--- src/tcmdw_pkg.sv ---
package tcmdw_pkg;

  typedef enum logic [1:0] {
    OP_BYTE       = 2'd0,
    OP_TICK       = 2'd1,
    OP_DISCONNECT = 2'd2
  } op_t;

  typedef enum logic [1:0] {
    ST_PENDING  = 2'd0,
    ST_ACCEPTED = 2'd1,
    ST_REJECTED = 2'd2
  } frame_status_t;

  typedef enum logic [2:0] {
    PH_START = 3'd0,
    PH_WS1   = 3'd1,
    PH_NUM1  = 3'd2,
    PH_SEC   = 3'd3,
    PH_SIGN2 = 3'd4,
    PH_DIG2  = 3'd5,
    PH_DONE  = 3'd6,
    PH_BAD   = 3'd7
  } phase_t;

  localparam logic [15:0] WATCHDOG_RESET = 16'd500;
  localparam logic [8:0]  MAG_SAT        = 9'd511;
  localparam logic [8:0]  SPEED_MAX      = 9'd255;

  localparam logic [7:0] CH_PLUS  = 8'd43;
  localparam logic [7:0] CH_COMMA = 8'd44;
  localparam logic [7:0] CH_MINUS = 8'd45;
  localparam logic [7:0] CH_ZERO  = 8'd48;
  localparam logic [7:0] CH_NINE  = 8'd57;
  localparam logic [7:0] CH_SPACE = 8'd32;
  localparam logic [7:0] CH_TAB   = 8'd9;
  localparam logic [7:0] CH_CR    = 8'd13;
  localparam logic [7:0] CH_NUL   = 8'd0;

  function automatic logic is_ws(input logic [7:0] c);
    return (c == CH_SPACE) || (c >= CH_TAB && c <= CH_CR);
  endfunction

  function automatic logic is_digit(input logic [7:0] c);
    return (c >= CH_ZERO) && (c <= CH_NINE);
  endfunction

  // m*10 + digit, saturating at MAG_SAT
  function automatic logic [8:0] accumulate(input logic [8:0] m, input logic [7:0] c);
    logic [13:0] v;
    v = {2'b00, m, 3'b000} + {4'b0000, m, 1'b0} + {10'd0, c[3:0]};
    return (v > {5'd0, MAG_SAT}) ? MAG_SAT : v[8:0];
  endfunction

  function automatic logic [7:0] cap_speed(input logic [8:0] m);
    return (m > SPEED_MAX) ? SPEED_MAX[7:0] : m[7:0];
  endfunction

endpackage

--- src/text_command_motor_drive_watchdog_unit.sv ---
// Two-motor drive from text frames "<left>,<right>", one byte per item, plus
// millisecond ticks and link disconnect items. Every accepted item produces one
// result item carrying both H-bridge direction bits, both PWM duties, the stale
// flag and the frame status. The parser, the x10 accumulate and the watchdog
// compare sit between the input handshake and the result register, so one item
// is taken per clock while no waiting result is stalled, and a new item is
// accepted while the previous result waits as long as that result is being
// taken in the same cycle. The result is valid in the cycle after acceptance.
// wr_en loads watchdog_ticks (motors off once more ticks than this have passed
// since the last good frame); write it only while the block is idle.
module text_command_motor_drive_watchdog_unit #(
  parameter int DUTY_BITS = 8
) (
  input  logic        clk,
  input  logic        rst,
  input  logic        wr_en,
  input  logic [15:0] wr_data,
  input  logic        in_valid,
  output logic        in_stall,
  input  logic [1:0]  operation,
  input  logic [7:0]  byte_value,
  input  logic        frame_last,
  output logic        out_valid,
  input  logic        out_stall,
  output logic        right_forward,
  output logic        right_reverse,
  output logic [7:0]  right_duty,
  output logic        left_forward,
  output logic        left_reverse,
  output logic [7:0]  left_duty,
  output logic        stale,
  output logic [1:0]  frame_status
);
  import tcmdw_pkg::*;

  localparam logic [16:0] DUTY_MAX = (17'd1 << DUTY_BITS) - 17'd1;

  logic [15:0] watchdog_ticks;
  phase_t      phase, phase_next;
  logic        first_neg, first_neg_next;
  logic [8:0]  first_mag, first_mag_next;
  logic        first_seen, first_seen_next;
  logic        second_neg, second_neg_next;
  logic [8:0]  second_mag, second_mag_next;
  logic        left_neg, left_neg_next;
  logic [7:0]  left_mag, left_mag_next;
  logic        right_neg, right_neg_next;
  logic [7:0]  right_mag, right_mag_next;
  logic        command_valid, command_valid_next;
  logic [15:0] ticks, ticks_next;
  frame_status_t status_next;
  logic        stale_next;
  logic        accept;

  assign in_stall = out_valid && out_stall;
  assign accept   = in_valid && !in_stall;

  function automatic logic [7:0] duty_of(input logic [7:0] m);
    return ({9'd0, m} > DUTY_MAX) ? DUTY_MAX[7:0] : m;
  endfunction

  always_comb begin
    phase_next         = phase;
    first_neg_next     = first_neg;
    first_mag_next     = first_mag;
    first_seen_next    = first_seen;
    second_neg_next    = second_neg;
    second_mag_next    = second_mag;
    left_neg_next      = left_neg;
    left_mag_next      = left_mag;
    right_neg_next     = right_neg;
    right_mag_next     = right_mag;
    command_valid_next = command_valid;
    ticks_next         = ticks;
    status_next        = ST_PENDING;

    case (operation)
      OP_BYTE: begin
        if (byte_value == CH_NUL) begin
          // NUL ends parsing: fatal before or inside the first number
          if (phase == PH_START || phase == PH_WS1 || phase == PH_NUM1) begin
            phase_next = PH_BAD;
          end else if (phase != PH_BAD) begin
            phase_next = PH_DONE;
          end
        end else begin
          case (phase)
            PH_START, PH_WS1: begin
              if (is_ws(byte_value)) begin
                phase_next = PH_WS1;
              end else if (byte_value == CH_PLUS || byte_value == CH_MINUS) begin
                first_neg_next = (byte_value == CH_MINUS);
                phase_next     = PH_NUM1;
              end else if (is_digit(byte_value)) begin
                first_mag_next  = accumulate(first_mag, byte_value);
                first_seen_next = 1'b1;
                phase_next      = PH_NUM1;
              end else if (byte_value == CH_COMMA && phase == PH_START) begin
                phase_next = PH_SEC;
              end else begin
                phase_next = PH_BAD;
              end
            end
            PH_NUM1: begin
              if (is_digit(byte_value)) begin
                first_mag_next  = accumulate(first_mag, byte_value);
                first_seen_next = 1'b1;
              end else if (byte_value == CH_COMMA && first_seen) begin
                phase_next = PH_SEC;
              end else begin
                phase_next = PH_BAD;
              end
            end
            PH_SEC: begin
              if (is_ws(byte_value)) begin
                phase_next = PH_SEC;
              end else if (byte_value == CH_PLUS || byte_value == CH_MINUS) begin
                second_neg_next = (byte_value == CH_MINUS);
                phase_next      = PH_SIGN2;
              end else if (is_digit(byte_value)) begin
                second_mag_next = accumulate(second_mag, byte_value);
                phase_next      = PH_DIG2;
              end else begin
                phase_next = PH_DONE;
              end
            end
            PH_SIGN2, PH_DIG2: begin
              if (is_digit(byte_value)) begin
                second_mag_next = accumulate(second_mag, byte_value);
                phase_next      = PH_DIG2;
              end else begin
                phase_next = PH_DONE;
              end
            end
            default: begin
              phase_next = phase;
            end
          endcase
        end

        if (frame_last) begin
          if (phase_next == PH_SEC || phase_next == PH_SIGN2 ||
              phase_next == PH_DIG2 || phase_next == PH_DONE) begin
            left_neg_next      = first_neg_next;
            left_mag_next      = cap_speed(first_mag_next);
            right_neg_next     = second_neg_next;
            right_mag_next     = cap_speed(second_mag_next);
            command_valid_next = 1'b1;
            ticks_next         = '0;
            status_next        = ST_ACCEPTED;
          end else begin
            status_next = ST_REJECTED;
          end
          phase_next      = PH_START;
          first_neg_next  = 1'b0;
          first_mag_next  = '0;
          first_seen_next = 1'b0;
          second_neg_next = 1'b0;
          second_mag_next = '0;
        end
      end
      OP_TICK: begin
        if (ticks != 16'hFFFF) begin
          ticks_next = ticks + 16'd1;
        end
      end
      OP_DISCONNECT: begin
        left_neg_next      = 1'b0;
        left_mag_next      = '0;
        right_neg_next     = 1'b0;
        right_mag_next     = '0;
        command_valid_next = 1'b0;
        phase_next         = PH_START;
        first_neg_next     = 1'b0;
        first_mag_next     = '0;
        first_seen_next    = 1'b0;
        second_neg_next    = 1'b0;
        second_mag_next    = '0;
      end
      default: begin
        status_next = ST_PENDING;
      end
    endcase

    stale_next = !command_valid_next || (ticks_next > watchdog_ticks);
  end

  always_ff @(posedge clk) begin
    if (rst) begin
      watchdog_ticks <= WATCHDOG_RESET;
    end else if (wr_en) begin
      watchdog_ticks <= wr_data;
    end
  end

  always_ff @(posedge clk) begin
    if (rst) begin
      phase         <= PH_START;
      first_neg     <= 1'b0;
      first_mag     <= '0;
      first_seen    <= 1'b0;
      second_neg    <= 1'b0;
      second_mag    <= '0;
      left_neg      <= 1'b0;
      left_mag      <= '0;
      right_neg     <= 1'b0;
      right_mag     <= '0;
      command_valid <= 1'b0;
      ticks         <= '0;
    end else if (accept) begin
      phase         <= phase_next;
      first_neg     <= first_neg_next;
      first_mag     <= first_mag_next;
      first_seen    <= first_seen_next;
      second_neg    <= second_neg_next;
      second_mag    <= second_mag_next;
      left_neg      <= left_neg_next;
      left_mag      <= left_mag_next;
      right_neg     <= right_neg_next;
      right_mag     <= right_mag_next;
      command_valid <= command_valid_next;
      ticks         <= ticks_next;
    end
  end

  always_ff @(posedge clk) begin
    if (rst) begin
      out_valid <= 1'b0;
    end else if (accept) begin
      out_valid <= 1'b1;
    end else if (!out_stall) begin
      out_valid <= 1'b0;
    end
  end

  // result payload; a stale command drives both bridges off
  always_ff @(posedge clk) begin
    if (accept) begin
      right_forward <= !stale_next && !right_neg_next && (right_mag_next != 8'd0);
      right_reverse <= !stale_next && right_neg_next && (right_mag_next != 8'd0);
      right_duty    <= stale_next ? 8'd0 : duty_of(right_mag_next);
      left_forward  <= !stale_next && !left_neg_next && (left_mag_next != 8'd0);
      left_reverse  <= !stale_next && left_neg_next && (left_mag_next != 8'd0);
      left_duty     <= stale_next ? 8'd0 : duty_of(left_mag_next);
      stale         <= stale_next;
      frame_status  <= status_next;
    end
  end

  a_stale_off: assert property (@(posedge clk) disable iff (rst)
    out_valid && stale |-> right_duty == 8'd0 && left_duty == 8'd0 &&
      !right_forward && !right_reverse && !left_forward && !left_reverse)
    else $error("stale result drives a motor");

  a_accept_fresh: assert property (@(posedge clk) disable iff (rst)
    out_valid && frame_status == ST_ACCEPTED |-> !stale)
    else $error("accepted frame reported stale");

  a_frame_end_resets: assert property (@(posedge clk) disable iff (rst)
    accept && operation == OP_BYTE && frame_last |=> phase == PH_START && !first_seen)
    else $error("parser not cleared at frame end");

  a_disconnect: assert property (@(posedge clk) disable iff (rst)
    accept && operation == OP_DISCONNECT |=> !command_valid && stale)
    else $error("disconnect left a command active");

  a_no_overrun: assert property (@(posedge clk) disable iff (rst)
    out_valid && out_stall |=> out_valid && $stable(frame_status) && $stable(stale))
    else $error("result lost while stalled");

endmodule
--- config.mk ---
export PLATFORM = sky130hd
export DESIGN_NAME = text_command_motor_drive_watchdog_unit
export DESIGN_NICKNAME = d
export VERILOG_FILES = /design/src/tcmdw_pkg.sv /design/src/text_command_motor_drive_watchdog_unit.sv
export SDC_FILE = /design/constraint.sdc
export NUM_CORES = 1
export LEC_CHECK = 0
export BUFFER_PORTS_ARGS = -buffer_cell sky130_fd_sc_hd__buf_2
export CAP_MARGIN = 20
export CELL_PAD_IN_SITES_DETAIL_PLACEMENT = 0
export CELL_PAD_IN_SITES_GLOBAL_PLACEMENT = 1
export CORE_MARGIN = 10
export CORE_UTILIZATION = 40
export CTS_CLUSTER_DIAMETER = 100
export DETAILED_ROUTE_END_ITERATION = 8
export PLACE_DENSITY = 0.71
export RECOVER_POWER = 100
export SLEW_MARGIN = 20
export SYNTH_ARGS = -nofsm -noshare
export SYNTH_HDL_FRONTEND = slang
export SYNTH_SLANG_ARGS = --single-unit
--- constraint.sdc ---
create_clock -name clk -period 5.6 [get_ports clk]
set_clock_uncertainty 0.1 [all_clocks]
set_input_delay 1.12 -clock clk [delete_from_list [all_inputs] [get_ports clk]]
set_output_delay 1.12 -clock clk [all_outputs]
set_load 0.05 [all_outputs]
==> results of run 1 <==
worst max-delay path, delay by kind of cell:
| family | cells | cell delay [ns] |
|---|---|---|
| adders and majority gates | 1 | 0.30 |
| xor gates and xnor gates | 1 | 0.18 |
| AOI/OAI and AO/OA | 10 | 1.38 |
| buffers and inverters | 3 | 0.63 |
| and+or+nand+nor | 7 | 1.60 |
sequential cells by signal, indices dropped and copies added (netlist names), 2 cells and up:
| signal | cells |
|---|---|
| left_mag | 8 |
| ticks | 16 |
| first_mag | 9 |
| second_mag | 9 |
| right_duty | 8 |
| left_duty | 8 |
| phase | 3 |
| right_mag | 8 |
| frame_status | 2 |
| watchdog_ticks | 16 |
final timing paths:
path | startpoint | cells past startpoint | end | slack, ns
max | byte_value[1] | 22 | right_duty[3]$_SDFFCE_PP0P_ | 0.46
min | left_neg$_SDFFE_PP0P_ | 2 | left_neg$_SDFFE_PP0P_ | 0.35
max reg2reg | ticks[2]$_SDFFE_PP0P_ | 22 | right_duty[3]$_SDFFCE_PP0P_ | 0.82
min reg2reg | left_neg$_SDFFE_PP0P_ | 2 | left_neg$_SDFFE_PP0P_ | 0.35
logic make-up after synthesis:
| kind of cell | after synthesis | synth area share [%] |
|---|---|---|
| mux | 15 | 2.27 |
| fa+ha+maj | 55 | 10.8 |
| buf+inv | 87 | 5.69 |
| flops | 99 | 33.2 |
| simple gates | 317 | 22.8 |
| compound gates | 224 | 22.3 |
| xor+xnor | 20 | 2.91 |
per-layer routing:
metal	vias to the layer above	share of wire, %
li1	3019	-
met1	2845	50
met2	159	43
met3	16	6.1
met4	0	0.98
met5	-	0
power by group through the flow:
stage	clock, mW	sequential (mW)	combinational (mW)
6_report	0.652	0.760	0.220
5_1_grt	0.700	0.762	0.242
4_1_cts	0.670	0.759	0.223
3_5_place_dp	0	0.776	0.222
3_3_place_gp	0	0.775	0.219
2_1_floorplan	0	0.802	0.134
placed cells by master (no fill, tap or decap), drive strengths merged, types with 5 or more instances in the layout:
master  Yosys  final
clkbuf     25     38
a21oi      85     85
nor4        9      9
o211ai     12     12
buf        19     42
nand3      13     13
nand3b      6      6
nand2b     11     11
nand4      10     10
o21ai      39     39
a31oi      10     10
a211oi      7      7
and2        6      6
xnor2      13     13
nor2b       8      8
and3       12     12
mux2i      14     14
nor3       21     21
nor2      109    109
nand2      88     88
a22oi      29     29
dfxtp      76     76
inv        43     46
ha         51     51
edfxtp     23     23
o21a        5      5
xor2        7      7
cell type report:
class | count | share of cell area [%]
Inverter | 43 | 2.19
Multi-Input combinational cell | 631 | 55.1
Tap cell | 220 | 3.74
Sequential cell | 99 | 30.1
Clock inverter | 7 | 1.11
Timing Repair Buffer | 71 | 4.74
Clock buffer | 9 | 3.06
through the flow:
step                cell area (um2)  power, mW  hold WS [ns]  instances
floorplan                      6660      0.936         0.332        817
global placement               7110      0.995         0.342       1064
detailed placement             7110      0.997         0.351       1064
CTS                            7420       1.65         0.360       1080
global route                   7360       1.70         0.383       1080
finish                         7360       1.63         0.354       1080
==> flow_summary.yaml, run 1 <==
detailed_routing:
  drt_drc_violations_left: 0
  routed_wirelength_um: 18400
  drt-vias-per-instance: 5.59
  firstDrtPassIters: 5
  initialDrtViolationCount: 471
  detailed_route_wire_length_per_cell_um: 17.0
  antenna_violating_nets_post_route: 0
  vias: 6039
worst_hold_path:
  worstHoldPathType: "flop to flop"
placement:
  pre_cts_setup_slack_ns: 0.170
  finalWeightedCongestion: 0.901
  placement.io_buffers: 56
  place.detailed.hpwl_um: 13700
global_routing:
  met1_resource_use_gr_pct: 23.6
  grt_first_pass_wirelength_um: 30200
  grt_start_max_net_pins: 53
  via_count_of_the_first_global_routing_pass: 5771
  busiest_layer: "met2"
  grt_overall_usage_pct: 16.6
  antenna_violations_before_repair: 1
  globalRouteOverflowTotal: 0
  grtUsageMet3_pct: 4.10
  groute.layer.met2.usage_pct: 24.4
synth:
  syn-mean-instance-area_um2: 8.15
  synth_commonest_cells: "107 x nor2_1, 88 x nand2_1, 84 x a21oi_1"
  syn_nets: 904
  synth_enable_flop_cells: 23
  post_synth_instance_area_um2: 6660
  synthMostInstantiatedCell: "nor2_1"
  synth-main-ff-cell: "dfxtp_1"
  synth-warning-count: 0
  post_synth_main_area_contributors: "dfxtp_1 23%, edfxtp_1 10%, ha_1 9.6%"
  ys_ff_latch: 99
  synth_top_cell_area_share_pct: 22.8
  yosysTopAreaCell: "dfxtp_1"
  synthCells: 817
  async_flop_share_pct: 0
  synth_sequential_area_ratio_pct: 33.2
  synth.distinct_cells: 78
power_and_ir_drop:
  vdd_ir_drop_max_v: 0.000159
  total_switching_power_mw: 0.465
  power.share.sequential_pct: 46.6
  clock_power_share_pct: 40.0
  cellPowerDensity_nw_per_um2: 222
  p_int_mw: 1.17
  power.share.switching_pct: 28.5
  static-leakage-power_nw: 2.96
  comb_power_share_pct: 13.5
setup_path:
  crit_chain: "buf_2 -> or4_4 -> nor3_2 -> a22oi_1 -> o31ai_2 -> a2bb2oi_4 -> xnor2_4 -> nand3_1 -> inv_2 -> nor2_1 -> ha_1 -> nor2b_1 -> o21a_1 -> o21a_1 -> o21ai_0 -> nand2b_1 -> a21oi_1 -> o21ai_0 -> a21oi_1 -> o221ai_2 -> buf_4 -> nor3_1"
  worst-setup-path-type: "input port to flop"
  setup.worst_path.start_class: "input port"
  worst-endpoint-arrival_ns: 5.21
  crit_path_end_kind: "flop"
  critPathMaxFanout: 21
  timing.critical_path.slowest_stage_cell: "or4_4"
  slowest_delay_ns: 0.54
  cp.required_ns: 5.67
timing:
  fin_crit_ns: 5.14
  finalSetupViolCount: 0
  worst_setup_slack_after_layout_ns: 0.462
  final-max-slew-violation-count: 99
  final_min_period_over_clock_period_pct: 91.7
  worst_pin_slew_ns: 2.48
  total_negative_slack_ns: 0
  clock.fmax_ghz: 0.195
  setup_repair_after_global_routing_missed_its_margin: "false"
  final-hold-violation-count: 0
  timing.max_slew.rel_slack_pct: -65.2
cells_and_area:
  final_core_utilization_pct: 44.7
  filler_cell_count: 1673
  drive_gt1_share_pct: 9.77
  multi_input_area_um2: 4060
  final_nets: 942
  ff_latch_area_um2: 2210
  synthToLayoutAreaGrowth_pct: 10.5
  antenna_cells_inserted: 0
floorplanning:
  design.core.area_um2: 16500
  pin_count: 57
  placementRows: 47
  dieHeight_um: 149
  floorplan.die_area_um2: 22200
  floorplan.initialDensity_pct: 40.4
  dieWidth_um: 149
clock_network:
  cts_max_level: 3
  worst_skew_pair.late_latency_ns: 0.36
  clkSinkCount: 99
  hold_buffers: 0
  clockRootBuffer: "clkbuf_16"
  post_cts.resized_instances: 0
  cts_inserted_buffers: 9
  cts-root-to-sink-buffers: 2
  clock_tree_from_tritoncts: "yes"
  clk_pin_slew_ns: 0.07
  post-cts-setup-buffer-count: 0
outcome:
  violations: "capacitance limit, slew limit"
  outcome: "finished, violations left"
run:
  cap_violations: 2
Power figures use the tool's default switching activity.
==> run 2, diff against run 1 <==
- BUFFER_PORTS_ARGS: -buffer_cell sky130_fd_sc_hd__buf_2 -> -buffer_cell sky130_fd_sc_hd__buf_4
- CORE_UTILIZATION: 40 -> 45
- PLACE_DENSITY: 0.71 -> 0.79
==> run 2 against run 1 <==
  * The flow still finishes with violations (capacitance limit, slew limit)
  * Register-to-register slack got worse by 0.02 ns
  * Clock power down 8.6%
  * Sequential power barely moved
  * First-iteration DRC count shrank 26%
  * Hold slack improved by 0.0048 ns
  * Utilization rose by 5.6 points
  * Final area is 0.66% lower
  * Die area down 9.7%
  * Combinational power hardly changed
  * Sequential share of layout area grew 0.20 points
  * Global-route usage increased by 1.2 points
  * Largest cell class unchanged
==> flow_summary.yaml, run 2 (synthesis gave the netlist of run 1 again) <==
setup_path:
  worst-setup-path-type: "input port to flop"
  cp.required_ns: 5.68
  worst-endpoint-arrival_ns: 5.25
  rrSetupSlack_ns: 0.80
  crit_path_end_kind: "flop"
  timing.critical_path.slowest_stage_cell: "o21ai_0"
  cp_top_family: "compound AO/OA/AOI/OAI gates"
  crit_chain: "buf_4 -> o21ai_1 -> nand4_1 -> o21ai_0 -> a31oi_4 -> a2bb2oi_4 -> xnor2_4 -> nand3_1 -> inv_2 -> nor2_1 -> ha_1 -> a21o_1 -> a21oi_1 -> nor2b_1 -> o21ai_0 -> nand2b_1 -> a21oi_1 -> o21ai_0 -> a21oi_1 -> o221ai_2 -> buf_4 -> nor3b_1"
  slowest_delay_ns: 0.41
  worstPathBufferInverterCount: 3
  setup.worst_path.start_class: "input port"
  critPathMaxFanout: 21
floorplanning:
  pin_count: 57
  placementRows: 44
  design.core.area_um2: 14500
  dieWidth_um: 142
  floorplan.die_area_um2: 20100
  floorplan.initialDensity_pct: 45.8
  dieHeight_um: 142
timing:
  fin_crit_ns: 5.17
  setup_repair_after_global_routing_missed_its_margin: "false"
  clock.fmax_ghz: 0.193
  timing.max_slew.rel_slack_pct: -123
  final_min_period_over_clock_period_pct: 92.3
  whs_ns: 0.359
  total_negative_slack_ns: 0
  final-max-slew-violation-count: 128
  final-hold-violation-count: 0
  finalSetupViolCount: 0
  worst_pin_slew_ns: 3.35
cells_and_area:
  finish.cell_count_without_fillers: 1039
  final_nets: 937
  synthToLayoutAreaGrowth_pct: 9.79
  drive_gt1_share_pct: 8.89
  most_common_cell_after_layout_fill_and_taps_aside: "nor2_1"
  most_frequent_cells_in_the_layout: "107 x nor2_1, 87 x nand2_1, 84 x a21oi_1"
  largestRegisters: "ticks x16, watchdog_ticks x16"
  antenna_cells_inserted: 0
detailed_routing:
  firstDrtPassIters: 5
  detailed_route_wire_length_per_cell_um: 17.3
  drt-vias-per-instance: 5.81
  vias: 6033
  antenna_violating_nets_post_route: 0
  routed_wirelength_um: 18000
  initialDrtViolationCount: 348
  drt_drc_violations_left: 0
power_and_ir_drop:
  vdd_ir_drop_max_v: 0.000156
  cellPowerDensity_nw_per_um2: 216
  static-leakage-power_nw: 2.95
worst_hold_path:
  worstHoldPathType: "flop to flop"
clock_network:
  cts-root-to-sink-buffers: 2
  worst_skew_pair.late_latency_ns: 0.35
  clock_tree_from_tritoncts: "yes"
  cts_max_level: 3
  cts_inserted_buffers: 9
  clkSinkCount: 99
  post-cts-setup-buffer-count: 0
  clk_pin_slew_ns: 0.07
  clockRootBuffer: "clkbuf_16"
  post_cts.resized_instances: 0
  hold_buffers: 0
global_routing:
  globalRouteOverflowTotal: 0
  grt_first_pass_wirelength_um: 29600
  busiest_layer: "met2"
  via_count_of_the_first_global_routing_pass: 5805
  grt_overall_usage_pct: 17.7
  met1_resource_use_gr_pct: 23.9
  grtUsageMet3_pct: 4.07
  grt_start_max_net_pins: 72
  antenna_violations_before_repair: 0
  groute.layer.met2.usage_pct: 27.8
placement:
  placement.io_buffers: 56
  numPlacedInstances: 1023
  finalWeightedCongestion: 0.895
  place.detailed.hpwl_um: 13300
outcome:
  outcome: "finished, violations left"
  violations: "capacitance limit, slew limit"
run:
  cap_violations: 3
## run 2: cell types whose count changed in the layout (fill, tap and decap cells not counted), sizes merged
cell | previous run | this run
bufinv | 1 | 0
buf | 42 | 37
inv | 46 | 47
## run 2: metal layers
metal | wire length (um) | vias up
met5 | 0 | -
met4 | 258 | 0
met3 | 897 | 21
met2 | 7950 | 174
met1 | 8870 | 2835
li1 | - | 3003
## run 2: worst register-to-register path: cells and delay by family, from the launching register on
family          cells  cell delay, ns
compound gates      7            1.15
fa+ha+maj           1            0.30
simple gates       11            2.13
buf+inv             2            0.37
flops               1            0.43
xor+xnor            1            0.16
## run 2: layout make-up
type	count	area, um2
timing repair buffer	66	390
multi-input combinational	631	4040
clock buffer	9	225
inverter	43	161
tap	184	230
fill	1443	7220
clock inverter	7	55.1
sequential	99	2210
## run 2: worst paths after layout
path	end	depth (start not counted)	start
worst min register to register	left_neg$_SDFFE_PP0P_	2	left_neg$_SDFFE_PP0P_
worst max-delay path	left_reverse$_DFFE_PP_	22	byte_value[1]
worst min-delay path	left_neg$_SDFFE_PP0P_	2	left_neg$_SDFFE_PP0P_
worst max register to register	left_reverse$_DFFE_PP_	22	ticks[2]$_SDFFE_PP0P_
## run 2: power by group
part,switching (mW),internal (mW),total (mW)
Sequential,0.0106,0.750,0.760
Clock,0.289,0.307,0.596
Combinational,0.152,0.0676,0.220
## run 2: through the flow
stage / instance area [um2] / utilization, % / setup slack [ns] / power (mW)
CTS: 7450 / 51.2 / 0.508 / 1.60
global route: 7310 / 50.3 / 0.0901 / 1.64
floorplan: 6660 / - / 0.419 / 0.936
detailed placement: 7170 / 49.3 / 0.142 / 1.01
finish: 7310 / 50.3 / 0.431 / 1.58
global placement: 7170 / 49.3 / 0.323 / 1.00
